## src/rtl/ofwm_pkg.sv

```systemverilog
// Shared constants, widths and types for the omni four-wheel mixer.
package ofwm_pkg;

   localparam int N_WHEELS = 4;
   localparam int CMD_W = 16;
   localparam int BIAS_W = 16;
   localparam int DUTY_W = 8;

   localparam int GAIN_XY = 717;
   localparam int GAIN_ROT_LOW = 307;
   localparam int GAIN_ROT_FULL = 1024;
   localparam int GAIN_W = 11;
   localparam int ROT_LIMIT = 10;
   localparam int DUTY_MAX = 255;
   localparam int PRODUCT_SHIFT = 22;

   localparam int SUM_W = CMD_W + 2;
   localparam int ROT_W = CMD_W + GAIN_W;
   localparam int MIX_W = ROT_W + 1;
   localparam int PROD_W = MIX_W + BIAS_W;
   localparam int MAG_W = PROD_W - PRODUCT_SHIFT;
   localparam int NUM_W = MAG_W + DUTY_W;
   localparam int QUO_W = DUTY_W;

   // wheel sign pattern: (+,+) (-,+) (-,-) (+,-)
   localparam logic [N_WHEELS-1:0] X_NEG = 4'b0110;
   localparam logic [N_WHEELS-1:0] Y_NEG = 4'b1100;

   localparam int CSR_DATA_W = 32;
   localparam int CSR_IDX_W = $clog2(N_WHEELS);
   localparam int CSR_ADDR_W = CSR_IDX_W + 2;
   localparam logic [BIAS_W-1:0] BIAS_RESET = 16'd4096;

   // pipeline stage positions
   localparam int ST_SUM = 0;
   localparam int ST_MIX = 1;
   localparam int ST_PROD = 2;
   localparam int ST_MAG = 3;
   localparam int ST_PAIR = 4;
   localparam int ST_PEAK = 5;
   localparam int ST_DIV0 = 6;
   localparam int ST_OUT = ST_DIV0 + QUO_W;
   localparam int N_STAGES = ST_OUT + 1;

   typedef logic [N_WHEELS-1:0][BIAS_W-1:0] bias_set_type;

   typedef struct packed {
      logic [N_STAGES-1:0] load;
   } stage_ctrl_type;

   typedef struct packed {
      logic                           brake;
      logic [N_WHEELS-1:0]            neg;
      logic [N_WHEELS-1:0][MAG_W-1:0] mag;
   } mag_item_type;

   typedef struct packed {
      logic                            brake;
      logic [N_WHEELS-1:0]             neg;
      logic [N_WHEELS-1:0][DUTY_W-1:0] duty;
   } duty_item_type;

endpackage

```

## src/rtl/ofwm_scale.sv

```systemverilog
// Back stages: peak magnitude search and pipelined rescale divider.
module ofwm_scale (
   input  logic                     clock,
   input  ofwm_pkg::stage_ctrl_type ctrl,
   input  ofwm_pkg::mag_item_type   item_in,
   output ofwm_pkg::duty_item_type  item_out
);
   import ofwm_pkg::*;

   typedef struct packed {
      logic                            brake;
      logic [N_WHEELS-1:0]             neg;
      logic [N_WHEELS-1:0][DUTY_W-1:0] lo;
      logic [N_WHEELS-1:0][NUM_W-1:0]  num;
      logic [MAG_W-1:0]                max_lo;
      logic [MAG_W-1:0]                max_hi;
   } pair_type;

   typedef struct packed {
      logic                            brake;
      logic [N_WHEELS-1:0]             neg;
      logic [N_WHEELS-1:0][DUTY_W-1:0] lo;
      logic [N_WHEELS-1:0][NUM_W-1:0]  num;
      logic [MAG_W-1:0]                max_mag;
      logic                            over;
   } peak_type;

   typedef struct packed {
      logic                            brake;
      logic [N_WHEELS-1:0]             neg;
      logic [N_WHEELS-1:0][DUTY_W-1:0] lo;
      logic                            over;
      logic [MAG_W-1:0]                divisor;
      logic [N_WHEELS-1:0][NUM_W-1:0]  rem;
      logic [N_WHEELS-1:0][QUO_W-1:0]  quo;
   } step_type;

   pair_type pair_in;
   pair_type pair_ff;
   peak_type peak_in;
   peak_type peak_ff;
   step_type step_src [QUO_W];
   step_type step_in [QUO_W];
   step_type step_ff [QUO_W];

   // pairwise max and numerator |t| * 255
   always_comb begin
      pair_in.brake = item_in.brake;
      pair_in.neg = item_in.neg;
      for (int w = 0; w < N_WHEELS; w++) begin
         pair_in.lo[w] = item_in.mag[w][DUTY_W-1:0];
         pair_in.num[w] = (NUM_W'(item_in.mag[w]) << DUTY_W) - NUM_W'(item_in.mag[w]);
      end
      pair_in.max_lo = (item_in.mag[1] > item_in.mag[0]) ? item_in.mag[1] : item_in.mag[0];
      pair_in.max_hi = (item_in.mag[3] > item_in.mag[2]) ? item_in.mag[3] : item_in.mag[2];
   end

   always_comb begin
      peak_in.brake = pair_ff.brake;
      peak_in.neg = pair_ff.neg;
      peak_in.lo = pair_ff.lo;
      peak_in.num = pair_ff.num;
      peak_in.max_mag = (pair_ff.max_hi > pair_ff.max_lo) ? pair_ff.max_hi : pair_ff.max_lo;
      peak_in.over = peak_in.max_mag > MAG_W'(DUTY_MAX);
   end

   // restoring division, one quotient bit per stage, msb first
   always_comb begin
      logic [NUM_W-1:0] trial;
      step_src[0].brake = peak_ff.brake;
      step_src[0].neg = peak_ff.neg;
      step_src[0].lo = peak_ff.lo;
      step_src[0].over = peak_ff.over;
      step_src[0].divisor = peak_ff.max_mag;
      step_src[0].rem = peak_ff.num;
      step_src[0].quo = '0;
      for (int j = 1; j < QUO_W; j++) begin
         step_src[j] = step_ff[j-1];
      end
      for (int j = 0; j < QUO_W; j++) begin
         step_in[j] = step_src[j];
         for (int w = 0; w < N_WHEELS; w++) begin
            trial = NUM_W'(step_src[j].divisor) << (QUO_W - 1 - j);
            if (step_src[j].rem[w] >= trial) begin
               step_in[j].rem[w] = step_src[j].rem[w] - trial;
               step_in[j].quo[w] = {step_src[j].quo[w][QUO_W-2:0], 1'b1};
            end else begin
               step_in[j].quo[w] = {step_src[j].quo[w][QUO_W-2:0], 1'b0};
            end
         end
      end
   end

   always_ff @(posedge clock) begin
      if (ctrl.load[ST_PAIR]) begin
         pair_ff <= pair_in;
      end
      if (ctrl.load[ST_PEAK]) begin
         peak_ff <= peak_in;
      end
      for (int j = 0; j < QUO_W; j++) begin
         if (ctrl.load[ST_DIV0 + j]) begin
            step_ff[j] <= step_in[j];
         end
      end
   end

   always_comb begin
      item_out.brake = step_ff[QUO_W-1].brake;
      item_out.neg = step_ff[QUO_W-1].neg;
      for (int w = 0; w < N_WHEELS; w++) begin
         item_out.duty[w] = step_ff[QUO_W-1].over ? step_ff[QUO_W-1].quo[w]
                                                  : step_ff[QUO_W-1].lo[w];
      end
   end

endmodule

```

## config.mk

```make
export PLATFORM = sky130hd
export DESIGN_NAME = ofwm_scale
export DESIGN_NICKNAME = d
export VERILOG_FILES = /design/src/rtl/ofwm_pkg.sv /design/src/rtl/ofwm_scale.sv
export SDC_FILE = /design/constraint.sdc
export NUM_CORES = 2
export LEC_CHECK = 0
export BUFFER_PORTS_ARGS = -buffer_cell sky130_fd_sc_hd__buf_2
export CORE_MARGIN = 2
export CORE_UTILIZATION = 40
export CTS_CLUSTER_SIZE = 14
export DETAILED_ROUTE_END_ITERATION = 8
export PLACE_DENSITY = 0.59
export SETUP_SLACK_MARGIN = 0.05
export SLEW_MARGIN = 20
export SYNTH_ARGS = -nofsm -noshare
export SYNTH_HDL_FRONTEND = slang
export SYNTH_SLANG_ARGS = --single-unit
```

## constraint.sdc

```tcl
create_clock -name clock -period 6 [get_ports clock]
set_input_delay 0.9 -clock clock [delete_from_list [all_inputs] [get_ports clock]]
set_output_delay 0.9 -clock clock [all_outputs]
set_load 0.02 [all_outputs]
```

==> metrics.csv <==
stage,metric,value,unit
die,io_pins,146,
routing,dr.pass1.iters,9,
clock_network,postCtsResizedCells,0,
grt,grt_pass1_vias,66830,
finish,fin_nets,9871,
clock_network,clk_path_buf_depth,3,
power_and_ir_drop,power.total,53.57,mW
logic_synthesis,ys_warn_count,0,
die,core_area,251600,µm²
clock_network,clkTransAtPathRegs,0.06,ns
clock_network,cts_inserted_buffers,192,
routing,drt_iter0_drc,4973,
grt,antenna_found_initial,5,
logic_synthesis,syn_nets,9637,
finish,syn_to_final_growth,11.22,%
power_and_ir_drop,ir_drop,0.3417,mV
routing,finalWirelength,294.6,mm
die,fp.dieH,507.4,µm
setup_path,end_kind,register,
clock_network,cts_tree,done,
sta,period_share,71.94,%
die,die-area,257500,µm²
place,portBuffers,140,
grt,grt_first_pass_wirelength,429.8,mm
finish,fillerInstances,22840,
finish,final_common_cell,edfxtp_1,
setup_path,crit_fanout,35,
sta,hold_viol,0,
logic_synthesis,ys.flop_type,edfxtp_1,
setup_path,arrival,4.90,ns
clock_network,clk_latency,0.84,ns
sta,max_freq,0.2317,GHz
clock_network,cts_hold_buf,0,
sta,worst_slew_pin_slew,1.213,ns
logic_synthesis,synth.avg_cell_area,11.69,µm²
logic_synthesis,seq_area_frac_synth,52.94,%
sta,relSlewSlack,17.99,%
logic_synthesis,ys_ff_latch,1787,
routing,final_antenna_net_count,0,
setup_path,start_kind,register,
setup_path,worstSetupPathType,register to register,
die,start_util,40.29,%
power_and_ir_drop,power.leakage,43.08,nW
logic_synthesis,synth_cells,8670,
sta,finalSetupViolations,0,
clock_network,htree_levels,4,
clock_network,cts_setup_buffers,0,
run_status,outcome,"complete, no violations",
sta,fin_crit,4.316,ns
setup_path,required,6.58,ns
die,num_rows,184,
finish,multiInputGateArea,45330,µm²
logic_synthesis,synthArstFlopShare,0,%
clock_network,cts_root_buffer,clkbuf_16,
power_and_ir_drop,p_per_area,475.1,nW/µm²
sta,fin_worst_skew,0.05964,ns
finish,final_cell_mix,"edfxtp_1, ha_1, a21oi_1",
logic_synthesis,netlist_area,101400,µm²
sta,tns,0,ns
die,die_w,507.4,µm
place,place.gp.congestion,0.9510,
routing,vias,67960,
grt,grt_max_degree,149,
min_path,holdCritPathClass,input port to register,
clock_network,clock_sinks,1787,
grt,globalRouteOverflowTotal,0,
sta,rsz0062_at_grt,false,
place,dp_hpwl,235.0,mm
finish,regArea,53660,µm²
finish,drive_gt1_share,9.550,%
routing,drcViolationCount,0,
grt,grtUsageTotal,22.46,%
sta,drv_slew,0,
logic_synthesis,synth_edf_count,1787,
routing,wl_per_cell,23.70,µm
flow_run,maxCapViolCount,0,
routing,vias_per_cell,5.468,
logic_synthesis,synth.distinct_cells,107,
[metal layers]
layer	share of wire, %	up-vias	global-route usage (%)
met2	47	1732	37.77
li1	-	33220	-
met1	42	32490	27.71
met4	7.0	0	13.77
met5	0	-	0
met3	3.6	523	2.499
[worst paths after layout]
| kind | startpoint | to | slack, ns | depth (start not counted) |
|---|---|---|---|---|
| setup reg to reg | peak_ff[2] | step_ff[0][51] | 1.68 | 10 |
| setup / recovery | peak_ff[2] | step_ff[0][51] | 1.68 | 10 |
| hold reg to reg | pair_ff[141] | peak_ff[120] | 0.41 | 0 |
| hold / removal | item_in[92] | pair_ff[200] | 0.22 | 1 |
[worst max-delay path, cell delays in order, from the launching register on]
cell	delay (ns)
edfxtp_1	0.69
inv_1	0.37
ha_1	0.39
nor2b_1	0.16
o31a_1	0.19
o31ai_1	0.13
a2111o_1	0.45
a21boi_1	0.17
o21ai_1	0.18
a31oi_4	0.86
mux2_2	0.45
[logic make-up after synthesis]
logic type	synth area share (%)
flip-flops	52.94
multiplexers	3.392
buffers and inverters	2.439
AO/OA/AOI/OAI	13.63
XOR/XNOR	5.720
adder cells (fa/ha/maj)	10.80
AND/OR/NAND/NOR	11.09
[cell usage after synthesis (all sizes together), types with 78 or more instances]
master	instances	area, µm²
o21ai	474	2391
edfxtp	1787	53660
o21a	137	1028
nor2b	124	775.7
inv	478	1794
buf	78	417.9
mux2	257	2958
xor2	255	2233
nor2	668	2507
xnor2	407	3565
nand2	483	1813
ha	830	10380
a21oi	752	3771
nor3	186	935.9
nand2b	120	750.7
a21o	235	1764
nand4	117	732.0
nand3	163	815.8
nor4	89	569.3
[where the power goes]
part           switching [mW]  internal [mW]
Sequential               2.19           18.1
Combinational            12.1           9.10
Clock                    5.12           6.92
[registers in the layout, summed over array words and instances (netlist names)]
signal,cells
step_ff,1414
pair_ff,197
peak_ff,176
[through the flow]
step           hold WS [ns]  std cells  cell area [µm²]  utilization (%)  setup slack [ns]
2_1_floorplan        0.4003       8670           101400                -             2.761
4_1_cts              0.1438      12420           112700            44.78             1.666
3_3_place_gp         0.4003      12060           106200            42.21             1.645
3_5_place_dp         0.4045      12060           106200            42.21             1.673
5_1_grt              0.1528      12430           112700            44.81             1.433
6_report             0.2248      12430           112700            44.81             1.684
[final cells by class]
cell class              count  share of cell area [%]
flip-flops and latches   1787                   47.59
multi-input cells        6258                   40.20
clock buffers             238                   4.414
well taps                3348                   3.715
inverters                 478                   1.591
clock inverters           120                   1.334
repair buffers            187                   1.117
diodes                     14                 0.03107
(Power assumes the default switching activity.)
