`config.mk`:
```
export PLATFORM = sky130hd
export DESIGN_NAME = ofwm_pipe_ctrl
export DESIGN_NICKNAME = d
export VERILOG_FILES = /design/src/rtl/ofwm_pkg.sv /design/src/rtl/ofwm_pipe_ctrl.sv
export SDC_FILE = /design/constraint.sdc
export NUM_CORES = 1
export LEC_CHECK = 0
export BUFFER_PORTS_ARGS = -buffer_cell sky130_fd_sc_hd__buf_4
export CORE_AREA = 2 2 39 41
export DETAILED_ROUTE_END_ITERATION = 6
export DIE_AREA = 0 0 41 43
export GPL_TIMING_DRIVEN = 0
export PLACE_DENSITY = 0.81
export SKIP_LAST_GASP = 1
export SYNTH_ARGS = -nofsm -noshare
export SYNTH_HDL_FRONTEND = slang
export SYNTH_SLANG_ARGS = --single-unit
```
`constraint.sdc`:
```
create_clock -name clock -period 2.3 [get_ports clock]
set_input_delay 0.23 -clock clock [delete_from_list [all_inputs] [get_ports clock]]
set_output_delay 0.23 -clock clock [all_outputs]
set_load 0.01 [all_outputs]
```
`src/rtl/ofwm_pkg.sv`:
```
// Shared constants, widths and types for the omni four-wheel mixer.
package ofwm_pkg;

   localparam int N_WHEELS = 4;
   localparam int CMD_W = 16;
   localparam int BIAS_W = 16;
   localparam int DUTY_W = 8;

   localparam int GAIN_XY = 717;
   localparam int GAIN_ROT_LOW = 307;
   localparam int GAIN_ROT_FULL = 1024;
   localparam int GAIN_W = 11;
   localparam int ROT_LIMIT = 10;
   localparam int DUTY_MAX = 255;
   localparam int PRODUCT_SHIFT = 22;

   localparam int SUM_W = CMD_W + 2;
   localparam int ROT_W = CMD_W + GAIN_W;
   localparam int MIX_W = ROT_W + 1;
   localparam int PROD_W = MIX_W + BIAS_W;
   localparam int MAG_W = PROD_W - PRODUCT_SHIFT;
   localparam int NUM_W = MAG_W + DUTY_W;
   localparam int QUO_W = DUTY_W;

   // wheel sign pattern: (+,+) (-,+) (-,-) (+,-)
   localparam logic [N_WHEELS-1:0] X_NEG = 4'b0110;
   localparam logic [N_WHEELS-1:0] Y_NEG = 4'b1100;

   localparam int CSR_DATA_W = 32;
   localparam int CSR_IDX_W = $clog2(N_WHEELS);
   localparam int CSR_ADDR_W = CSR_IDX_W + 2;
   localparam logic [BIAS_W-1:0] BIAS_RESET = 16'd4096;

   // pipeline stage positions
   localparam int ST_SUM = 0;
   localparam int ST_MIX = 1;
   localparam int ST_PROD = 2;
   localparam int ST_MAG = 3;
   localparam int ST_PAIR = 4;
   localparam int ST_PEAK = 5;
   localparam int ST_DIV0 = 6;
   localparam int ST_OUT = ST_DIV0 + QUO_W;
   localparam int N_STAGES = ST_OUT + 1;

   typedef logic [N_WHEELS-1:0][BIAS_W-1:0] bias_set_type;

   typedef struct packed {
      logic [N_STAGES-1:0] load;
   } stage_ctrl_type;

   typedef struct packed {
      logic                           brake;
      logic [N_WHEELS-1:0]            neg;
      logic [N_WHEELS-1:0][MAG_W-1:0] mag;
   } mag_item_type;

   typedef struct packed {
      logic                            brake;
      logic [N_WHEELS-1:0]             neg;
      logic [N_WHEELS-1:0][DUTY_W-1:0] duty;
   } duty_item_type;

endpackage

```
`src/rtl/ofwm_pipe_ctrl.sv`:
```
// Valid bits and per-stage load enables for the mixer pipeline.
module ofwm_pipe_ctrl (
   input  logic                     clock,
   input  logic                     reset,
   input  logic                     in_valid,
   output logic                     in_ready,
   output logic                     out_valid,
   input  logic                     out_ready,
   output ofwm_pkg::stage_ctrl_type ctrl
);
   import ofwm_pkg::*;

   logic [N_STAGES-1:0] valid_ff;
   logic [N_STAGES-1:0] valid_in;
   logic [N_STAGES-1:0] upstream;
   logic [N_STAGES-1:0] load;

   // a stage loads when any stage at or after it is empty, or the output drains
   always_comb begin
      upstream = {valid_ff[N_STAGES-2:0], in_valid};
      for (int k = 0; k < N_STAGES; k++) begin
         load[k] = out_ready || (|(~valid_ff >> k));
         valid_in[k] = load[k] ? upstream[k] : valid_ff[k];
      end
   end

   always_ff @(posedge clock) begin
      if (reset) begin
         valid_ff <= '0;
      end else begin
         valid_ff <= valid_in;
      end
   end

   assign in_ready = load[0];
   assign out_valid = valid_ff[N_STAGES-1];
   assign ctrl.load = load;

   a_ready_low_only_full: assert property (@(posedge clock) disable iff (reset)
      !in_ready |-> (&valid_ff))
      else $error("ready low with an empty stage");

   a_accept_enters: assert property (@(posedge clock) disable iff (reset)
      in_valid && in_ready |=> valid_ff[0])
      else $error("accepted word missing from first stage");

   a_reset_empties: assert property (@(posedge clock) disable iff (reset)
      $past(reset) |-> (valid_ff == '0))
      else $error("pipeline not empty after reset");

endmodule

```
==> results of run 1 <==
cell usage in the layout (no fill, tap or decap), drive strengths merged:
cell type,Yosys,final
a21oi,11,11
clkbuf,1,4
dfxtp,15,15
nand2,5,5
nor2,7,7
or4,1,1
buf,3,23
inv,11,11
a31oi,1,1
and3b,1,1
and2,1,1
nand4,4,4
clkinv,0,1
and3,4,4
or3,1,1
a41oi,2,2
and4,3,3
and4b,1,1
nand3,2,2
nand2b,1,1
how the worst max path moves through the flow:
stage,slack (ns),to
finish,0.46,ctrl[9]
global route,0.37,ctrl[0]
CTS,0.45,ctrl[9]
detailed placement,0.75,ctrl[9]
global placement,0.74,ctrl[9]
floorplan,0.88,ctrl[9]
cells in the mapped netlist (2+ instances only):
cell type   n  area, um^2
and4_1      3        26.3
nand2_1     5        18.8
nor2_1      7        26.3
nand3_1     2        10.0
and3_1      4        25.0
a41oi_1     2        17.5
buf_2       2        10.0
a21oi_1    10        50.1
dfxtp_1    15         300
nand4_1     4        25.0
inv_1      10        37.5
layout make-up:
type / count / area (um^2)
well taps: 16 / 20.0
clock buffers: 3 / 22.5
multi-input cells: 45 / 264
flip-flops and latches: 15 / 300
inverters: 11 / 41.3
fillers: 132 / 559
clock inverters: 1 / 5.00
plain buffers: 4 / 21.3
repair buffers: 20 / 150
critical path, cell delays in order, from the launching register on:
cell and delay, ns:
dfxtp_1 0.37, and3b_2 0.25, inv_2 0.05, or4_4 0.49
buf_4 0.16
power groups by stage:
stage	Clock, mW	Sequential [mW]	Combinational, mW
after floorplan	0	0.270	0.00523
final	0.150	0.264	0.0121
after global routing	0.170	0.265	0.0137
after detailed placement	0	0.270	0.0123
after global placement	0	0.270	0.0121
after CTS	0.156	0.264	0.0123
kinds of logic after synthesis:
logic type | Yosys count
AOI/OAI and AO/OA | 14
DFF | 15
buffers and inverters | 15
and+or+nand+nor | 31
metal layers:
| layer | part of all wire | GRT usage | vias up |
|---|---|---|---|
| li1 | - | - | 307 |
| met2 | 0.46 | 0.272 | 18 |
| met4 | 0.0077 | 0.120 | 0 |
| met3 | 0.070 | 0.0366 | 2 |
| met5 | 0 | 0 | - |
| met1 | 0.46 | 0.240 | 261 |
==> summary.txt, run 1 <==
Status = finished clean
#FFs+latches synth = 15
Ys flop type = dfxtp_1
Total GRT Usage = 0.187
RR Endpoint = valid_ff[9]
Layout Skew = 0.00119 ns
CP required = 2.07 ns
Cell internal pwr = 0.333 mW
Part of the Yosys area used for sequential elements = 0.479
Slew @ Worst Pin = 0.422 ns
Slew Limit Fails = 0
Clock power share = 0.352
Port bufs = 20
Rel. slew slack = 0.719
Sequential share of power = 0.619
Largest family of logic cells by synthesized area = simple AND/OR/NAND/NOR gates
# DRC = 0
Distinct cells, synth = 22
WL final = 1300 um
Max H-tree Level = 1
Antenna-violating nets left = 0
Detail Placement HPWL = 965 um
Final setup margin = 0.462 ns
Biggest register = valid_ff
Regs by FF count = valid_ff (15)
Worst slack, placed = 0.746 ns
Worst min path class = input pin to flop
Final setup fails = 0
Cell Count, Final, Fillers Out = 115
Final hold slack = 0.142 ns
Drt first pass iters = 4
FP Rows = 14
Die Ht = 43 um
Drt via density = 5.11
Multiplexer share of the synthesized area = 0
Worst Path Arrival = 1.61 ns
Vias = 588
Post-CTS sizing = 0
Leakage = 0.337 nW
MaxCap Viol Count = 0
Final period demand of the worst path = 1.84 ns
Antenna Cells = 0
IO Pins = 21
Initial antenna violation count = 0
Hold_sp = reset
Critical Path Start = valid_ff[14]
Synth Area in Adders = 0
Hold endpoint = valid_ff[9]
Post-synthesis xor/xnor area fraction = 0
Reg2reg start = valid_ff[14]
Crit path kind = flop to output port
Synth Area in Simple Gates = 0.289
Max VDD drop = 0.000293 V
Die area = 0.00176 mm^2
EDFF count, synth = 0
Crit. End Element = output port
Maximum clock insertion buffer count = 2
Fin area = 825 um^2
TNS Setup = 0 ns
Worst hold stages = 2
Crit-path max FO = 5
Period utilization = 0.799
Async S/R FF share, synth = 0
RSZ-0062 raised after global routing = no
Fin. Hold Viols = 0
P per Cell Area = 517 mW/mm^2
Worst-Skew Late Latency = 0.28 ns
Gate power share = 0.028
Post-CTS setup buffers = 0
Synth warnings = 0
Total gr overflow = 0
Vias in the first global route = 543
Total Power = 0.427 mW
Die Width = 41 um
Post-DP Area = 797 um^2
Hold Buf Count CTS = 0
Synth Net Count = 79
Reg clk slew, reported paths = 0.09 ns
CTS buffer count = 3
Fmax = 544 MHz
Share of cells above drive strength 1 = 0.313
Final Wtd Congestion = 0.678
Setup crit start kind = flop
Reg2Reg Setup Slack = 0.94 ns
Final core occ = 0.596
Largest net degree at the start of global routing = 11
Mapped cell area = 627 um^2
# nets final = 104
Clock Sinks = 15
Initial Utilization = 0.453
Cells after DPL = 111
Largest register FFs = 15
Core area = 0.00138 mm^2
Cells after Synth = 75
Root buffer cell = clkbuf_4
Switching power = 0.0941 mW
Sw frac = 0.221
First-pass GRT wire length = 2260 um
Area grow syn2layout = 31.5%
DRT iter0 DRCs = 8
Syn_area_per_cell = 8.36 um^2
Reg2Reg Depth = 4
DR WL/cell = 11.3 um
Compound-Gate Fraction of Synth Area = 0.132
CTS tree = yes
No activity file was read; power rests on OpenSTA's default activity.
==> run 2: changes to the inputs <==
--- a/config.mk
+++ b/config.mk
@@ -6,11 +6,11 @@
 export NUM_CORES = 1
 export LEC_CHECK = 0
 export BUFFER_PORTS_ARGS = -buffer_cell sky130_fd_sc_hd__buf_4
-export CORE_AREA = 2 2 39 41
+export CORE_MARGIN = 2
+export CORE_UTILIZATION = 46
 export DETAILED_ROUTE_END_ITERATION = 6
-export DIE_AREA = 0 0 41 43
 export GPL_TIMING_DRIVEN = 0
-export PLACE_DENSITY = 0.81
+export PLACE_DENSITY = 0.8
 export SKIP_LAST_GASP = 1
 export SYNTH_ARGS = -nofsm -noshare
 export SYNTH_HDL_FRONTEND = slang
==> constraint.sdc (replaced) <==
create_clock -name clock -period 1.7 [get_ports clock]
set_input_delay 0.17 -clock clock [delete_from_list [all_inputs] [get_ports clock]]
set_output_delay 0.17 -clock clock [all_outputs]
set_load 0.01 [all_outputs]
==> summary.txt, run 2 (synthesis results as in run 1) <==
# nets final = 106 (was 104)
Root buffer cell = clkbuf_4 (unchanged)
Die Width = 40.9 um (was 41 um)
Hold endpoint = valid_ff[9] (unchanged)
Slew @ Worst Pin = 0.405 ns (was 0.422 ns)
MaxCap Viol Count = 0 (unchanged)
Hold_sp = reset (unchanged)
Final period demand of the worst path = 1.63 ns
CTS tree = yes (unchanged)
Fillers = 115 (was 132)
WL final = 1310 um (was 1300 um)
RR Endpoint = valid_ff[9] (unchanged)
Initial Utilization = 0.488 (was 0.453)
First-pass GRT wire length = 2000 um (was 2260 um)
Leakage = 0.351 nW (was 0.337 nW)
Hold Buf Count CTS = 0 (unchanged)
CTS buffer count = 3 (unchanged)
Final Wtd Congestion = 0.636 (was 0.678)
Layout Skew = 0.00464 ns (was 0.00119 ns)
Final hold slack = 0.0777 ns (was 0.142 ns)
Fin area = 852 um^2 (was 825 um^2)
Worst Path Arrival = 1.46 ns (was 1.61 ns)
Largest register FFs = 15 (unchanged)
FP Rows = 13 (was 14)
Largest net degree at the start of global routing = 11 (unchanged)
Area taken by multi-input logic gates = 264 um^2 (unchanged)
Worst slack, placed = 0.234 ns (was 0.746 ns)
Reg2Reg Depth = 4 (unchanged)
Biggest register = valid_ff (unchanged)
Post-DP Area = 796 um^2 (was 797 um^2)
Drt via density = 5.20 (was 5.11)
Clock Sinks = 15 (unchanged)
Worst min path class = input pin to flop (unchanged)
CP max stage cell = dfxtp_2 (was or4_4)
Maximum clock insertion buffer count = 2 (unchanged)
WP buf/inv = 3 (was 2)
Crit path largest cell delay = 0.38 ns (was 0.49 ns)
Antenna Cells = 0 (unchanged)
CP required = 1.53 ns (was 2.07 ns)
Port bufs = 20 (unchanged)
Max H-tree Level = 1 (unchanged)
IO Pins = 21 (unchanged)
Rel. slew slack = 0.730 (was 0.719)
Crit path max-delay family = buffers and inverters (was simple AND/OR/NAND/NOR gates)
Cell mode on critical path = buf_4
Final setup fails = 0 (unchanged)
Reg2Reg Setup Slack = 0.50 ns (was 0.94 ns)
Most frequent cells in the layout = 23 x buf_4, 11 x dfxtp_1, 10 x inv_1, 10 x a21oi_1, 7 x nor2_1 (was 21 x buf_4, 15 x dfxtp_1, 10 x inv_1, 10 x a21oi_1, 7 x nor2_1)
Share of cells above drive strength 1 = 0.366 (was 0.313)
Worst-Skew Late Latency = 0.28 ns (about the same)
Max VDD drop = 0.000397 V (was 0.000293 V)
# DRC = 0 (unchanged)
Drt first pass iters = 4 (unchanged)
Worst-path cell chain = and4_1 > buf_4 > nand4_1 > buf_4 > buf_4 (was and3b_2 > inv_2 > or4_4 > buf_4)
DR WL/cell = 11.3 um (about the same)
Crit path kind = flop to output port (unchanged)
Slew Limit Fails = 0 (unchanged)
DRT iter0 DRCs = 8 (unchanged)
Die Ht = 40.9 um (was 43 um)
Commonest non-fill, non-tap cell in the layout = buf_4 (unchanged)
Period utilization = 0.959
RSZ-0062 raised after global routing = yes (was no)
Total Power = 0.571 mW (was 0.427 mW)
Reg2reg start = valid_ff[13] (was valid_ff[14])
Total GRT Usage = 0.187 (about the same)
Area grow syn2layout = 35.9% (was 31.5%)
Final setup margin = 0.0704 ns (was 0.462 ns)
Setup crit start kind = flop (unchanged)
Crit. End Element = output port (unchanged)
Regs by FF count = valid_ff (15) (unchanged)
Core area = 0.00128 mm^2 (was 0.00138 mm^2)
Fmax = 614 MHz
P per Cell Area = 670 mW/mm^2 (was 517 mW/mm^2)
Worst hold stages = 2 (unchanged)
Vias in the first global route = 505 (was 543)
Vias = 603 (was 588)
Total gr overflow = 0 (unchanged)
Initial antenna violation count = 0 (unchanged)
Crit-path max FO = 10 (was 5)
Status = finished clean (unchanged)
Die area = 0.00167 mm^2 (was 0.00176 mm^2)
Fin. Hold Viols = 0 (unchanged)
Antenna-violating nets left = 0 (unchanged)
Reg clk slew, reported paths = 0.09 ns (about the same)
Register Area = 305 um^2 (was 300 um^2)
Detail Placement HPWL = 922 um (was 965 um)
==> run 2: cell type report <==
cell class / count / share of cell area
well taps: 15 / 0.0220
inverters: 11 / 0.0485
clock inverters: 1 / 0.00587
multi-input cells: 45 / 0.310
clock buffers: 3 / 0.0264
repair buffers: 22 / 0.198
flip-flops and latches: 15 / 0.358
plain buffers: 4 / 0.0308
==> run 2: how the worst max path moves through the flow <==
| stage | from | cells past startpoint | endpoint | slack (ns) |
|---|---|---|---|---|
| 4_1_cts | valid_ff[11] | 5 | ctrl[0] | 0.0002 |
| 2_1_floorplan | valid_ff[14] | 4 | valid_ff[9] | 0.31 |
| 3_3_place_gp | valid_ff[14] | 4 | ctrl[9] | 0.24 |
| 6_report | valid_ff[12] | 5 | ctrl[0] | 0.07 |
| 3_5_place_dp | valid_ff[14] | 4 | ctrl[9] | 0.23 |
| 5_1_grt | valid_ff[8] | 5 | ctrl[0] | -0.01 |
==> run 2: routing by layer <==
metal  GRT usage  wire, um
met3      0.0326        77
met2       0.285       607
met5           0         0
met4       0.150        10
met1       0.229       616
==> run 2: what timing repair did <==
| action | CTS | global route |
|---|---|---|
| resized for setup | 4 | 4 |
| buffers inserted | 1 | 1 |
| pin swaps | 1 | 2 |
| endpoints found under the setup margin | 2 | 2 |
==> run 2: per-stage QoR <==
| step | util | std cells | setup TNS [ns] |
|---|---|---|---|
| 3_3_place_gp | 0.619 | 110 | 0 |
| 2_1_floorplan | - | 75 | 0 |
| 5_1_grt | 0.663 | 116 | -0.00985 |
| 3_5_place_dp | 0.619 | 110 | 0 |
| 6_report | 0.663 | 116 | 0 |
| 4_1_cts | 0.652 | 115 | 0 |
==> run 2: where the power goes <==
group	internal [mW]	switching, mW	total, mW
Clock	0.0874	0.110	0.197
Combinational	0.00763	0.00859	0.0162
Sequential	0.355	0.00232	0.357
Total	0.450	0.121	0.571
