==> config.mk <==
export PLATFORM = sky130hd
export DESIGN_NAME = ofwm_csr
export DESIGN_NICKNAME = d
export VERILOG_FILES = /design/src/rtl/ofwm_pkg.sv /design/src/rtl/ofwm_csr.sv
export SDC_FILE = /design/constraint.sdc
export NUM_CORES = 1
export LEC_CHECK = 0
export BUFFER_PORTS_ARGS = -buffer_cell sky130_fd_sc_hd__buf_4
export CAP_MARGIN = 20
export CORE_AREA = 5 5 87 89
export CTS_CLUSTER_DIAMETER = 80
export DETAILED_ROUTE_END_ITERATION = 8
export DIE_AREA = 0 0 92 94
export GPL_ROUTABILITY_DRIVEN = 0
export PLACE_DENSITY = 0.77
export SLEW_MARGIN = 0
export SYNTH_ARGS = -nofsm -noshare
export SYNTH_HDL_FRONTEND = slang
export SYNTH_SLANG_ARGS = --single-unit
==> constraint.sdc <==
create_clock -name clock -period 6 [get_ports clock]
set_clock_uncertainty 0.15 [all_clocks]
set_input_delay 0.6 -clock clock [delete_from_list [all_inputs] [get_ports clock]]
set_output_delay 0.6 -clock clock [all_outputs]
set_load 0.005 [all_outputs]
==> src/rtl/ofwm_pkg.sv <==
// Shared constants, widths and types for the omni four-wheel mixer.
package ofwm_pkg;

   localparam int N_WHEELS = 4;
   localparam int CMD_W = 16;
   localparam int BIAS_W = 16;
   localparam int DUTY_W = 8;

   localparam int GAIN_XY = 717;
   localparam int GAIN_ROT_LOW = 307;
   localparam int GAIN_ROT_FULL = 1024;
   localparam int GAIN_W = 11;
   localparam int ROT_LIMIT = 10;
   localparam int DUTY_MAX = 255;
   localparam int PRODUCT_SHIFT = 22;

   localparam int SUM_W = CMD_W + 2;
   localparam int ROT_W = CMD_W + GAIN_W;
   localparam int MIX_W = ROT_W + 1;
   localparam int PROD_W = MIX_W + BIAS_W;
   localparam int MAG_W = PROD_W - PRODUCT_SHIFT;
   localparam int NUM_W = MAG_W + DUTY_W;
   localparam int QUO_W = DUTY_W;

   // wheel sign pattern: (+,+) (-,+) (-,-) (+,-)
   localparam logic [N_WHEELS-1:0] X_NEG = 4'b0110;
   localparam logic [N_WHEELS-1:0] Y_NEG = 4'b1100;

   localparam int CSR_DATA_W = 32;
   localparam int CSR_IDX_W = $clog2(N_WHEELS);
   localparam int CSR_ADDR_W = CSR_IDX_W + 2;
   localparam logic [BIAS_W-1:0] BIAS_RESET = 16'd4096;

   // pipeline stage positions
   localparam int ST_SUM = 0;
   localparam int ST_MIX = 1;
   localparam int ST_PROD = 2;
   localparam int ST_MAG = 3;
   localparam int ST_PAIR = 4;
   localparam int ST_PEAK = 5;
   localparam int ST_DIV0 = 6;
   localparam int ST_OUT = ST_DIV0 + QUO_W;
   localparam int N_STAGES = ST_OUT + 1;

   typedef logic [N_WHEELS-1:0][BIAS_W-1:0] bias_set_type;

   typedef struct packed {
      logic [N_STAGES-1:0] load;
   } stage_ctrl_type;

   typedef struct packed {
      logic                           brake;
      logic [N_WHEELS-1:0]            neg;
      logic [N_WHEELS-1:0][MAG_W-1:0] mag;
   } mag_item_type;

   typedef struct packed {
      logic                            brake;
      logic [N_WHEELS-1:0]             neg;
      logic [N_WHEELS-1:0][DUTY_W-1:0] duty;
   } duty_item_type;

endpackage

==> src/rtl/ofwm_csr.sv <==
// APB register file holding the four wheel bias factors.
module ofwm_csr (
   input  logic                               clock,
   input  logic                               reset,
   input  logic                               csr_psel,
   input  logic                               csr_penable,
   input  logic                               csr_pwrite,
   input  logic [ofwm_pkg::CSR_ADDR_W-1:0]    csr_paddr,
   input  logic [ofwm_pkg::CSR_DATA_W-1:0]    csr_pwdata,
   output logic [ofwm_pkg::CSR_DATA_W-1:0]    csr_prdata,
   output logic                               csr_pready,
   output ofwm_pkg::bias_set_type             bias
);
   import ofwm_pkg::*;

   logic [BIAS_W-1:0]    bias_ff [N_WHEELS];
   logic [CSR_IDX_W-1:0] reg_idx;
   logic                 wr_en;

   assign reg_idx = csr_paddr[CSR_ADDR_W-1:2];
   assign wr_en = csr_psel && csr_penable && csr_pwrite && csr_pready;
   assign csr_pready = 1'b1;
   assign csr_prdata = CSR_DATA_W'(bias_ff[reg_idx]);

   always_ff @(posedge clock) begin
      if (reset) begin
         for (int w = 0; w < N_WHEELS; w++) begin
            bias_ff[w] <= BIAS_RESET;
         end
      end else if (wr_en) begin
         bias_ff[reg_idx] <= csr_pwdata[BIAS_W-1:0];
      end
   end

   always_comb begin
      for (int w = 0; w < N_WHEELS; w++) begin
         bias[w] = bias_ff[w];
      end
   end

endmodule

==> results of run 1 <==
==> through the flow <==
step	total power, W	cell area [sq um]
CTS	0.000962	3830
global route	0.000993	3830
detailed placement	0.000681	3690
floorplan	0.000604	3040
finish	0.000956	3830
global placement	0.000677	3690
==> kinds of logic after synthesis <==
kind of cell           count (synthesis)  share of synthesized area
AOI/OAI and AO/OA                      4                     0.0105
buffers and inverters                 49                     0.0965
DFF                                   64                      0.644
muxes                                 16                      0.132
other                                  2                    0.00252
and+or+nand+nor                       69                      0.114
==> power groups by stage <==
stage          registers, W  logic (W)  clock network (W)
4_1_cts            0.000535   0.000138           0.000289
5_1_grt            0.000537   0.000148           0.000308
6_report           0.000534   0.000136           0.000286
3_3_place_gp       0.000542   0.000135                  0
2_1_floorplan      0.000543  0.0000617                  0
3_5_place_dp       0.000543   0.000138                  0
==> how the worst max path moves through the flow <==
| stage | to | start | slack, ps | cells past startpoint |
|---|---|---|---|---|
| 2_1_floorplan | bias_ff[0][0] | csr_paddr[3] | 3430 | 5 |
| 3_3_place_gp | bias_ff[1][5] | csr_paddr[2] | 3120 | 3 |
| 3_5_place_dp | bias_ff[0][5] | csr_paddr[2] | 3080 | 3 |
| 4_1_cts | bias_ff[1][9] | csr_paddr[2] | 3440 | 3 |
| 5_1_grt | bias_ff[1][9] | csr_paddr[2] | 3280 | 3 |
| 6_report | bias_ff[1][9] | csr_paddr[2] | 3450 | 3 |
==> area by class of cell <==
| type | instances | area share |
|---|---|---|
| Clock inverter | 4 | 0.00392 |
| Timing Repair Buffer | 103 | 0.202 |
| Tap cell | 80 | 0.0261 |
| Clock buffer | 9 | 0.0323 |
| Inverter | 15 | 0.0147 |
| Sequential cell | 64 | 0.502 |
| Multi-Input combinational cell | 106 | 0.219 |
==> critical path, stage by stage <==
cell                       delay (ps)
sky130_fd_sc_hd__buf_4            310
sky130_fd_sc_hd__nand2b_1         500
sky130_fd_sc_hd__o21bai_2         920
==> placed cells by master (no fill, tap or decap) <==
cell type,Yosys,routed
sky130_fd_sc_hd__clkinv_1,0,4
sky130_fd_sc_hd__edfxtp_1,64,64
sky130_fd_sc_hd__nand4b_1,1,1
sky130_fd_sc_hd__or2_1,1,1
sky130_fd_sc_hd__or2_2,1,1
sky130_fd_sc_hd__mux4_1,9,9
sky130_fd_sc_hd__nor3_1,45,45
sky130_fd_sc_hd__or3_1,3,3
sky130_fd_sc_hd__o21bai_2,0,3
sky130_fd_sc_hd__mux4_2,7,7
sky130_fd_sc_hd__a31o_2,1,1
sky130_fd_sc_hd__nor2_1,15,15
sky130_fd_sc_hd__buf_4,17,103
sky130_fd_sc_hd__inv_1,15,15
sky130_fd_sc_hd__and3_1,1,1
sky130_fd_sc_hd__clkbuf_8,0,9
sky130_fd_sc_hd__nand2b_1,2,2
sky130_fd_sc_hd__conb_1,2,17
==> layer usage <==
layer  wire length [um]  GRT usage  share of wire
met5                  0          0              0
met4                 28     0.0520         0.0039
met3                572     0.0529          0.080
met2               3580      0.281           0.50
met1               2960      0.211           0.41
==> load_flow_metrics.sql, run 1 <==
INSERT INTO impl_metrics (metric_group, metric, value, unit) VALUES
('critical_path', 'criticalPathCategory', 'in2reg', ''),
('routing', 'vias', '1986', ''),
('final_layout', 'num-nets-final', '340', ''),
('timing', 'shortest_clock_period_the_worst_path_allows_after_layout', '2550', 'ps'),
('placement', 'dpl_worst_slack', '3080', 'ps'),
('final_layout', 'top_regs', 'bias_ff x64', ''),
('timing', 'timing.max_slew.rel_slack', '0.292', ''),
('final_layout', 'n_antenna_cell', '0', ''),
('floorplanning', 'dieWidth', '92', 'um'),
('logic_synthesis', 'synth-edff-count', '64', ''),
('timing', 'post_route_clock_period_utilization', '0.424', ''),
('critical_path', 'arrival', '2340', 'ps'),
('logic_synthesis', 'synth_area_leaders', 'sky130_fd_sc_hd__edfxtp_1 64%, sky130_fd_sc_hd__mux4_1 7.9%, sky130_fd_sc_hd__nor3_1 7.6%, sky130_fd_sc_hd__mux4_2 5.3%, sky130_fd_sc_hd__buf_4 4.3%', ''),
('routing', 'detail_route.first_pass.iterations', '4', ''),
('power_and_ir_drop', 'switching_share', '0.235', ''),
('clock_tree', 'cts_resized', '0', ''),
('grt', 'antenna_found_initial', '0', ''),
('routing', 'initialDrtViolationCount', '129', ''),
('hold_path', 'holdCritStartpoint', 'csr_pwdata[12]', ''),
('timing', 'setup_viol', '0', ''),
('logic_synthesis', 'synth_most_common_cell', 'sky130_fd_sc_hd__edfxtp_1', ''),
('timing', 'grt_setup_unrepaired', 'false', ''),
('clock_tree', 'cts_made_buffers', '9', ''),
('hold_path', 'worstHoldEndpoint', 'bias_ff[3][12]', ''),
('grt', 'global_route.overflow_total', '0', ''),
('critical_path', 'required', '5800', 'ps'),
('logic_synthesis', 'synthesis.area_per_instance', '14.6', 'sq um'),
('routing', 'drc', '0', ''),
('floorplanning', 'die_area', '0.00865', 'sq mm'),
('routing', 'routed_wl', '7140', 'um'),
('critical_path', 'start_kind', 'primary input', ''),
('final_layout', 'register_area', '0.00192', 'sq mm'),
('grt', 'grtUsageTotal', '0.169', ''),
('timing', 'final-max-slew-violation-count', '0', ''),
('grt', 'grt_max_degree', '68', ''),
('timing', 'max_fclk', '393', 'MHz'),
('final_layout', 'layout.core_utilization', '0.573', ''),
('critical_path', 'cp_max_fo', '20', ''),
('final_layout', 'layout-drive-gt1-share', '0.412', ''),
('logic_synthesis', 'synthesis.area', '0.00298', 'sq mm'),
('logic_synthesis', 'synth_warnings', '0', ''),
('flow_run', 'cap_violations', '0', ''),
('logic_synthesis', 'post_synth_top_cells', '64 x sky130_fd_sc_hd__edfxtp_1, 45 x sky130_fd_sc_hd__nor3_1, 17 x sky130_fd_sc_hd__buf_4, 15 x sky130_fd_sc_hd__inv_1, 15 x sky130_fd_sc_hd__nor2_1', ''),
('floorplanning', 'initial_core_util', '0.446', ''),
('routing', 'ant_nets', '0', ''),
('floorplanning', 'fp.dieH', '94', 'um'),
('timing', 'worst_pin_slew', '1060', 'ps'),
('logic_synthesis', 'ys.flop_type', 'sky130_fd_sc_hd__edfxtp_1', ''),
('logic_synthesis', 'synth.ff_latch_count', '64', ''),
('floorplanning', 'design.core.area', '0.00668', 'sq mm'),
('power_and_ir_drop', 'combPwrFrac', '0.142', ''),
('critical_path', 'worst_setup_path_end_kind', 'flip-flop', ''),
('hold_path', 'hold_path.class', 'in2reg', ''),
('grt', 'grt_pass1_wl', '11100', 'um'),
('logic_synthesis', 'synth_top_area_share', '0.644', ''),
('run_status', 'status', 'finished, final reports clean', ''),
('floorplanning', 'io_pins', '138', ''),
('floorplanning', 'row_count', '30', ''),
('logic_synthesis', 'yosysSeqAreaShare', '0.644', ''),
('power_and_ir_drop', 'pwr-share-clk', '0.299', ''),
('placement', 'placed_cells', '368', ''),
('final_layout', 'largest_register_ff_count', '64', ''),
('logic_synthesis', 'postSynthCellCount', '204', ''),
('power_and_ir_drop', 'static_leakage', '1.53', 'nW'),
('power_and_ir_drop', 'power_switching', '0.000224', 'W'),
('final_layout', 'stdcell_count', '381', ''),
('power_and_ir_drop', 'power_density', '249', 'mW/mm^2'),
('routing', 'route.detailed.vias_per_inst', '5.21', ''),
('hold_path', 'hold-path-cell-count', '2', ''),
('timing', 'setup-tns-final', '0', 'ps'),
('logic_synthesis', 'synthDominantAreaCellType', 'sky130_fd_sc_hd__edfxtp_1', '');
(Power assumes the default switching activity.)
==> run 2, diff against run 1 <==
==> constraint.sdc (replaced) <==
create_clock -name clock -period 2.65 [get_ports clock]
set_clock_uncertainty 0.15 [all_clocks]
set_input_delay 0.265 -clock clock [delete_from_list [all_inputs] [get_ports clock]]
set_output_delay 0.265 -clock clock [all_outputs]
set_load 0.005 [all_outputs]
==> run 2 against run 1 <==
Against the previous run: global-route usage rose by 0.75 points; clock power increased by 140%; die area unchanged; count of clock-buffer cells in the layout is 2 higher; design area up 2.2%; total power grew 130%; sequential power up 130%; via count rose by 2.8%; worst setup slack got worse by 2700 ps; critical path depth fell by 1; hold slack worse by 340 ps; critical endpoint is now csr_prdata[9].
==> load_flow_metrics.sql, run 2 (same netlist as run 1, synthesis figures left out) <==
INSERT INTO impl_metrics (metric_group, metric, value, unit) VALUES
('run_status', 'status', 'finished, final reports clean', ''),
('grt', 'vias_in_the_first_global_route', '2097', ''),
('final_layout', 'mostFrequentLayoutCells', '112 x sky130_fd_sc_hd__buf_4, 64 x sky130_fd_sc_hd__edfxtp_1, 45 x sky130_fd_sc_hd__nor3_1, 17 x sky130_fd_sc_hd__conb_1', ''),
('power_and_ir_drop', 'pwr-share-clk', '0.309', ''),
('clock_tree', 'cts_resized', '0', ''),
('power_and_ir_drop', 'internal_power', '0.00168', 'W'),
('clock_tree', 'clk_pin_slew_worst_paths', '60', 'ps'),
('clock_tree', 'cts.path.max_buffers', '2', ''),
('clock_tree', 'post_cts.repair.setup_buffers', '0', ''),
('final_layout', 'most_flops_register', 'bias_ff', ''),
('hold_path', 'hold-path-cell-count', '2', ''),
('grt', 'grt_max_degree', '37', ''),
('critical_path', 'arrival', '1430', 'ps'),
('timing', 'worst_pin_slew', '524', 'ps'),
('power_and_ir_drop', 'combPwrFrac', '0.145', ''),
('timing', 'shortest_clock_period_the_worst_path_allows_after_layout', '1850', 'ps'),
('hold_path', 'worstHoldEndpoint', 'bias_ff[2][12]', ''),
('final_layout', 'layout.core_utilization', '0.586', ''),
('floorplanning', 'die_area', '0.00865', 'sq mm'),
('clock_tree', 'root_buffer', 'sky130_fd_sc_hd__clkbuf_8', ''),
('critical_path', 'cp_max_fo', '2', ''),
('clock_tree', 'tritoncts', 'yes', ''),
('final_layout', 'stdcell_count', '393', ''),
('final_layout', 'largest_register_ff_count', '64', ''),
('routing', 'initialDrtViolationCount', '108', ''),
('power_and_ir_drop', 'power.sequential.fraction', '0.546', ''),
('power_and_ir_drop', 'switching_share', '0.239', ''),
('final_layout', 'top_regs', 'bias_ff x64', ''),
('routing', 'route.detailed.vias_per_inst', '5.19', ''),
('hold_path', 'holdCritStartpoint', 'csr_pwdata[12]', ''),
('floorplanning', 'fp.dieH', '94', 'um'),
('timing', 'max_fclk', '542', 'MHz'),
('floorplanning', 'dieWidth', '92', 'um'),
('grt', 'grt_pass1_wl', '11400', 'um'),
('placement', 'buffer_ports.inserted', '102', ''),
('clock_tree', 'clock_sink_count', '64', ''),
('routing', 'routed_wire_length_per_instance', '18.8', 'um'),
('clock_tree', 'cts_hold_buf', '0', ''),
('clock_tree', 'cts_made_buffers', '9', ''),
('grt', 'global_route.overflow_total', '0', ''),
('critical_path', 'criticalPathCategory', 'reg2out', ''),
('floorplanning', 'io_pins', '138', ''),
('flow_run', 'cap_violations', '0', ''),
('timing', 'post_route_clock_period_utilization', '0.697', ''),
('placement', 'placed_cells', '377', ''),
('grt', 'antenna_found_initial', '0', ''),
('critical_path', 'worst_setup_path_end_kind', 'primary output', ''),
('timing', 'grt_setup_unrepaired', 'false', ''),
('power_and_ir_drop', 'static_leakage', '1.59', 'nW'),
('placement', 'dpl.hpwl', '5050', 'um'),
('timing', 'setup-tns-final', '0', 'ps'),
('final_layout', 'num-nets-final', '349', ''),
('timing', 'final-max-slew-violation-count', '0', ''),
('critical_path', 'start_kind', 'flip-flop', ''),
('grt', 'grtUsageTotal', '0.176', ''),
('routing', 'ant_nets', '0', ''),
('routing', 'routed_wl', '7390', 'um'),
('hold_path', 'hold_path.class', 'in2reg', ''),
('floorplanning', 'row_count', '30', ''),
('floorplanning', 'design.core.area', '0.00668', 'sq mm'),
('power_and_ir_drop', 'power_switching', '0.000529', 'W'),
('power_and_ir_drop', 'vdd_ir_drop_max', '246', 'uV'),
('floorplanning', 'initial_core_util', '0.446', ''),
('routing', 'detail_route.first_pass.iterations', '4', ''),
('power_and_ir_drop', 'power_density', '565', 'mW/mm^2'),
('routing', 'vias', '2041', ''),
('final_layout', 'n_antenna_cell', '0', ''),
('final_layout', 'synthesis_to_finish_area_growth', '31.2', '%'),
('timing', 'setup_viol', '0', ''),
('timing', 'timing.max_slew.rel_slack', '0.651', ''),
('clock_tree', 'cts-htree-levels', '3', ''),
('critical_path', 'required', '2240', 'ps'),
('timing', 'hold_violations', '0', ''),
('final_layout', 'layout.cells.most_common', 'sky130_fd_sc_hd__buf_4', ''),
('routing', 'drc', '0', ''),
('final_layout', 'layout-drive-gt1-share', '0.438', '');
-- run 2: changes by cell type in the layout (fill, tap and decap cells not counted) --
cell | previous run | this run
sky130_fd_sc_hd__buf_4 | 103 | 112
sky130_fd_sc_hd__clkinv_2 | 0 | 4
sky130_fd_sc_hd__clkinv_1 | 4 | 1
sky130_fd_sc_hd__clkbuf_1 | 0 | 2
-- run 2: through the flow --
| stage | area, sq um | power (W) | worst slack, ps | hold slack (ps) |
|---|---|---|---|---|
| after global routing | 3920 | 0.00231 | 753 | 70.9 |
| after floorplan | 3040 | 0.00137 | 411 | 294 |
| after detailed placement | 3760 | 0.00155 | 762 | 404 |
| after global placement | 3760 | 0.00154 | 783 | 402 |
| final | 3920 | 0.00221 | 803 | 72.2 |
| after CTS | 3920 | 0.00223 | 779 | 54.0 |
-- run 2: power by group through the flow --
stage / sequential [W] / combinational [W] / clock, W
2_1_floorplan: 0.00123 / 0.000140 / 0
4_1_cts: 0.00121 / 0.000326 / 0.000694
5_1_grt: 0.00121 / 0.000348 / 0.000744
3_3_place_gp: 0.00123 / 0.000319 / 0
6_report: 0.00121 / 0.000321 / 0.000682
3_5_place_dp: 0.00123 / 0.000325 / 0
-- run 2: cell type report --
cell class                 count  area [sq um]
fill                         558          2770
sequential                    64          1920
multi-input combinational    106           841
timing repair buffer         112           841
clock buffer                  11           131
tap                           80           100
inverter                      15          56.3
clock inverter                 5          23.8
-- run 2: metal layers --
layer,part of all wire,track usage,up-vias
met1,0.42,0.227,984
met2,0.49,0.292,105
met3,0.079,0.0417,12
li1,-,-,940
met5,0,0,-
met4,0.013,0.0631,0
-- run 2: worst max-delay path by stage --
stage / from / endpoint / slack [ps] / cells after the start
3_5_place_dp: csr_paddr[2] / bias_ff[1][7] / 760 / 4
3_3_place_gp: csr_paddr[2] / bias_ff[1][5] / 780 / 4
2_1_floorplan: csr_paddr[3] / bias_ff[0][0] / 410 / 5
4_1_cts: bias_ff[1][9] / csr_prdata[9] / 780 / 2
6_report: bias_ff[1][9] / csr_prdata[9] / 800 / 2
5_1_grt: bias_ff[1][5] / csr_prdata[5] / 750 / 2
-- run 2: worst max-delay path, cell delays in order (launching register included) --
cell                       delay, ps
sky130_fd_sc_hd__edfxtp_1        410
sky130_fd_sc_hd__mux4_1          540
sky130_fd_sc_hd__buf_4           160
==> run 3, diff against run 2 <==
==> constraint.sdc (replaced) <==
create_clock -name clock -period 1.7 [get_ports clock]
set_clock_uncertainty 0.15 [all_clocks]
set_input_delay 0.17 -clock clock [delete_from_list [all_inputs] [get_ports clock]]
set_output_delay 0.17 -clock clock [all_outputs]
set_load 0.005 [all_outputs]
==> run 3 against run 2 <==
Against the previous run: sequential cell count did not move; core utilization rose by 5.6 points; non-clock buffer count rose by 36; routed wire length rose by 7.0%; clock power rose by 79%; critical path depth did not move; critical endpoint is now csr_prdata[7]; largest power group unchanged; highest routed layer unchanged.
==> load_flow_metrics.sql, run 3 (same netlist as run 1, synthesis figures left out) <==
INSERT INTO impl_metrics (metric_group, metric, value, unit) VALUES
('critical_path', 'criticalPathCategory', 'reg2out', ''),
('power_and_ir_drop', 'fin_total_pwr', '0.00373', 'W'),
('floorplanning', 'fp.dieH', '94', 'um'),
('routing', 'route.top_layer_used', 'met4', ''),
('floorplanning', 'die_area', '0.00865', 'sq mm'),
('critical_path', 'critical_path.cell_chain', 'mux4_2 > buf_6', ''),
('routing', 'detail_route.first_pass.iterations', '4', ''),
('final_layout', 'layout-drive-gt1-share', '0.516', ''),
('clock_tree', 'cts-htree-levels', '3', ''),
('critical_path', 'arrival', '1370', 'ps'),
('critical_path', 'required', '1380', 'ps'),
('critical_path', 'worst-path-buf-inv', '1', ''),
('routing', 'route.detailed.vias_per_inst', '5.06', ''),
('timing', 'setup_viol', '0', ''),
('final_layout', 'n_antenna_cell', '0', ''),
('routing', 'm1WireLength', '2960', 'um'),
('clock_tree', 'clock_sink_count', '64', ''),
('clock_tree', 'cts.path.max_buffers', '2', ''),
('routing', 'drc', '0', ''),
('placement', 'buffer_ports.inserted', '102', ''),
('power_and_ir_drop', 'vdd_ir_drop_max', '483', 'uV'),
('routing', 'initialDrtViolationCount', '112', ''),
('floorplanning', 'dieWidth', '92', 'um'),
('clock_tree', 'root_buffer', 'sky130_fd_sc_hd__clkbuf_8', ''),
('routing', 'routed_wire_length_per_instance', '18.4', 'um'),
('grt', 'grt_max_degree', '39', ''),
('final_layout', 'stdcell_count', '429', ''),
('timing', 'post_route_clock_period_utilization', '0.996', ''),
('run_status', 'status', 'finished, final reports clean', ''),
('grt', 'vias_in_the_first_global_route', '2270', ''),
('timing', 'shortest_clock_period_the_worst_path_allows_after_layout', '1690', 'ps'),
('clock_tree', 'clk_pin_slew_worst_paths', '70', 'ps'),
('final_layout', 'largest_register_ff_count', '64', ''),
('routing', 'met3RoutedLength', '459', 'um'),
('floorplanning', 'design.core.area', '0.00668', 'sq mm'),
('timing', 'max_fclk', '591', 'MHz'),
('grt', 'grtUsageTotal', '0.183', ''),
('routing', 'ant_nets', '0', ''),
('power_and_ir_drop', 'power_density', '869', 'mW/mm^2'),
('clock_tree', 'cts_made_buffers', '9', ''),
('critical_path', 'cp_max_fo', '2', ''),
('critical_path', 'worst_path_largest_cell_delay', '510', 'ps'),
('routing', 'routed_wl', '7910', 'um'),
('floorplanning', 'io_pins', '138', ''),
('grt', 'antenna_found_initial', '0', ''),
('routing', 'vias', '2170', ''),
('timing', 'grt_setup_unrepaired', 'true', ''),
('timing', 'hold_violations', '0', ''),
('final_layout', 'layout.cells.most_common', 'sky130_fd_sc_hd__buf_4', ''),
('placement', 'dpl.hpwl', '5530', 'um'),
('floorplanning', 'initial_core_util', '0.446', ''),
('grt', 'global_route.overflow_total', '0', ''),
('final_layout', 'most_flops_register', 'bias_ff', ''),
('critical_path', 'start_kind', 'flip-flop', ''),
('final_layout', 'register_area', '0.00192', 'sq mm'),
('placement', 'placed_cells', '383', ''),
('critical_path', 'cpLargestDelayFamily', 'multiplexers', ''),
('final_layout', 'top_regs', 'bias_ff x64', ''),
('critical_path', 'worst_setup_path_end_kind', 'primary output', ''),
('final_layout', 'layout.core_utilization', '0.642', ''),
('floorplanning', 'row_count', '30', ''),
('final_layout', 'synthesis_to_finish_area_growth', '43.8', '%'),
('timing', 'setup-tns-final', '0', 'ps'),
('timing', 'timing.max_slew.rel_slack', '0.653', ''),
('clock_tree', 'tritoncts', 'yes', ''),
('critical_path', 'cp-startpoint', 'bias_ff[3][7]', ''),
('timing', 'final-max-slew-violation-count', '0', ''),
('final_layout', 'final.fill_count', '508', ''),
('routing', 'wl_met2', '4340', 'um'),
('power_and_ir_drop', 'static_leakage', '1.77', 'nW'),
('final_layout', 'num-nets-final', '385', ''),
('final_layout', 'multi_input_comb_area', '830', 'sq um'),
('critical_path', 'critPathSlowestCell', 'sky130_fd_sc_hd__mux4_2', ''),
('flow_run', 'cap_violations', '0', ''),
('hold_path', 'holdCritStartpoint', 'csr_pwdata[15]', ''),
('final_layout', 'mostFrequentLayoutCells', '130 x sky130_fd_sc_hd__buf_4, 64 x sky130_fd_sc_hd__edfxtp_1, 45 x sky130_fd_sc_hd__nor3_1, 17 x sky130_fd_sc_hd__conb_1, 16 x sky130_fd_sc_hd__mux4_2', ''),
('timing', 'worst_pin_slew', '521', 'ps'),
('hold_path', 'hold_path.class', 'in2reg', ''),
('grt', 'grt_pass1_wl', '12000', 'um');
-- run 3: cell types whose count changed in the layout (fill, tap and decap cells not counted), moves of 9 or more --
cell | before | now
sky130_fd_sc_hd__mux4_2 | 7 | 16
sky130_fd_sc_hd__buf_6 | 0 | 14
sky130_fd_sc_hd__mux4_1 | 9 | 0
sky130_fd_sc_hd__buf_4 | 112 | 130
-- run 3: metal layers --
layer  GRT usage  vias to the layer above
met2       0.335                       92
met3      0.0329                       13
met5           0                        -
met1       0.207                     1061
met4      0.0879                        0
li1            -                     1004
-- run 3: layout make-up --
| type | count | share of cell area |
|---|---|---|
| flip-flops and latches | 64 | 0.448 |
| inverters | 15 | 0.0131 |
| clock inverters | 5 | 0.0111 |
| clock buffers | 11 | 0.0306 |
| well taps | 80 | 0.0233 |
| repair buffers | 148 | 0.281 |
| multi-input cells | 106 | 0.193 |
-- run 3: power by group --
group / internal (W) / switching (W) / total [W]
Sequential: 0.00183 / 0.0000513 / 0.00188
Combinational: 0.000371 / 0.000256 / 0.000627
Clock: 0.000664 / 0.000557 / 0.00122
Total: 0.00287 / 0.000864 / 0.00373
-- run 3: worst paths after layout --
path	to	slack, ps	cells after the start
setup / recovery	csr_prdata[7]	7	2
hold / removal	bias_ff[3][15]	30	3
-- run 3: repair_timing --
action	in CTS	in global routing
setup buffers	18	11
gates resized for setup	14	9
cloned	0	0
hold buffers	1	0
setup endpoints to repair	10	15
endpoints found under the hold margin	4	0
-- run 3: stage by stage --
| stage | cell area [sq um] | setup slack [ps] | hold slack [ps] |
|---|---|---|---|
| after floorplan | 3070 | 85.2 | 199 |
| after global routing | 4290 | -42.7 | 24.1 |
| after global placement | 3860 | 138 | 308 |
| after detailed placement | 3860 | 112 | 317 |
| after CTS | 4170 | -12.5 | 14.4 |
| final | 4290 | 7.31 | 27.9 |
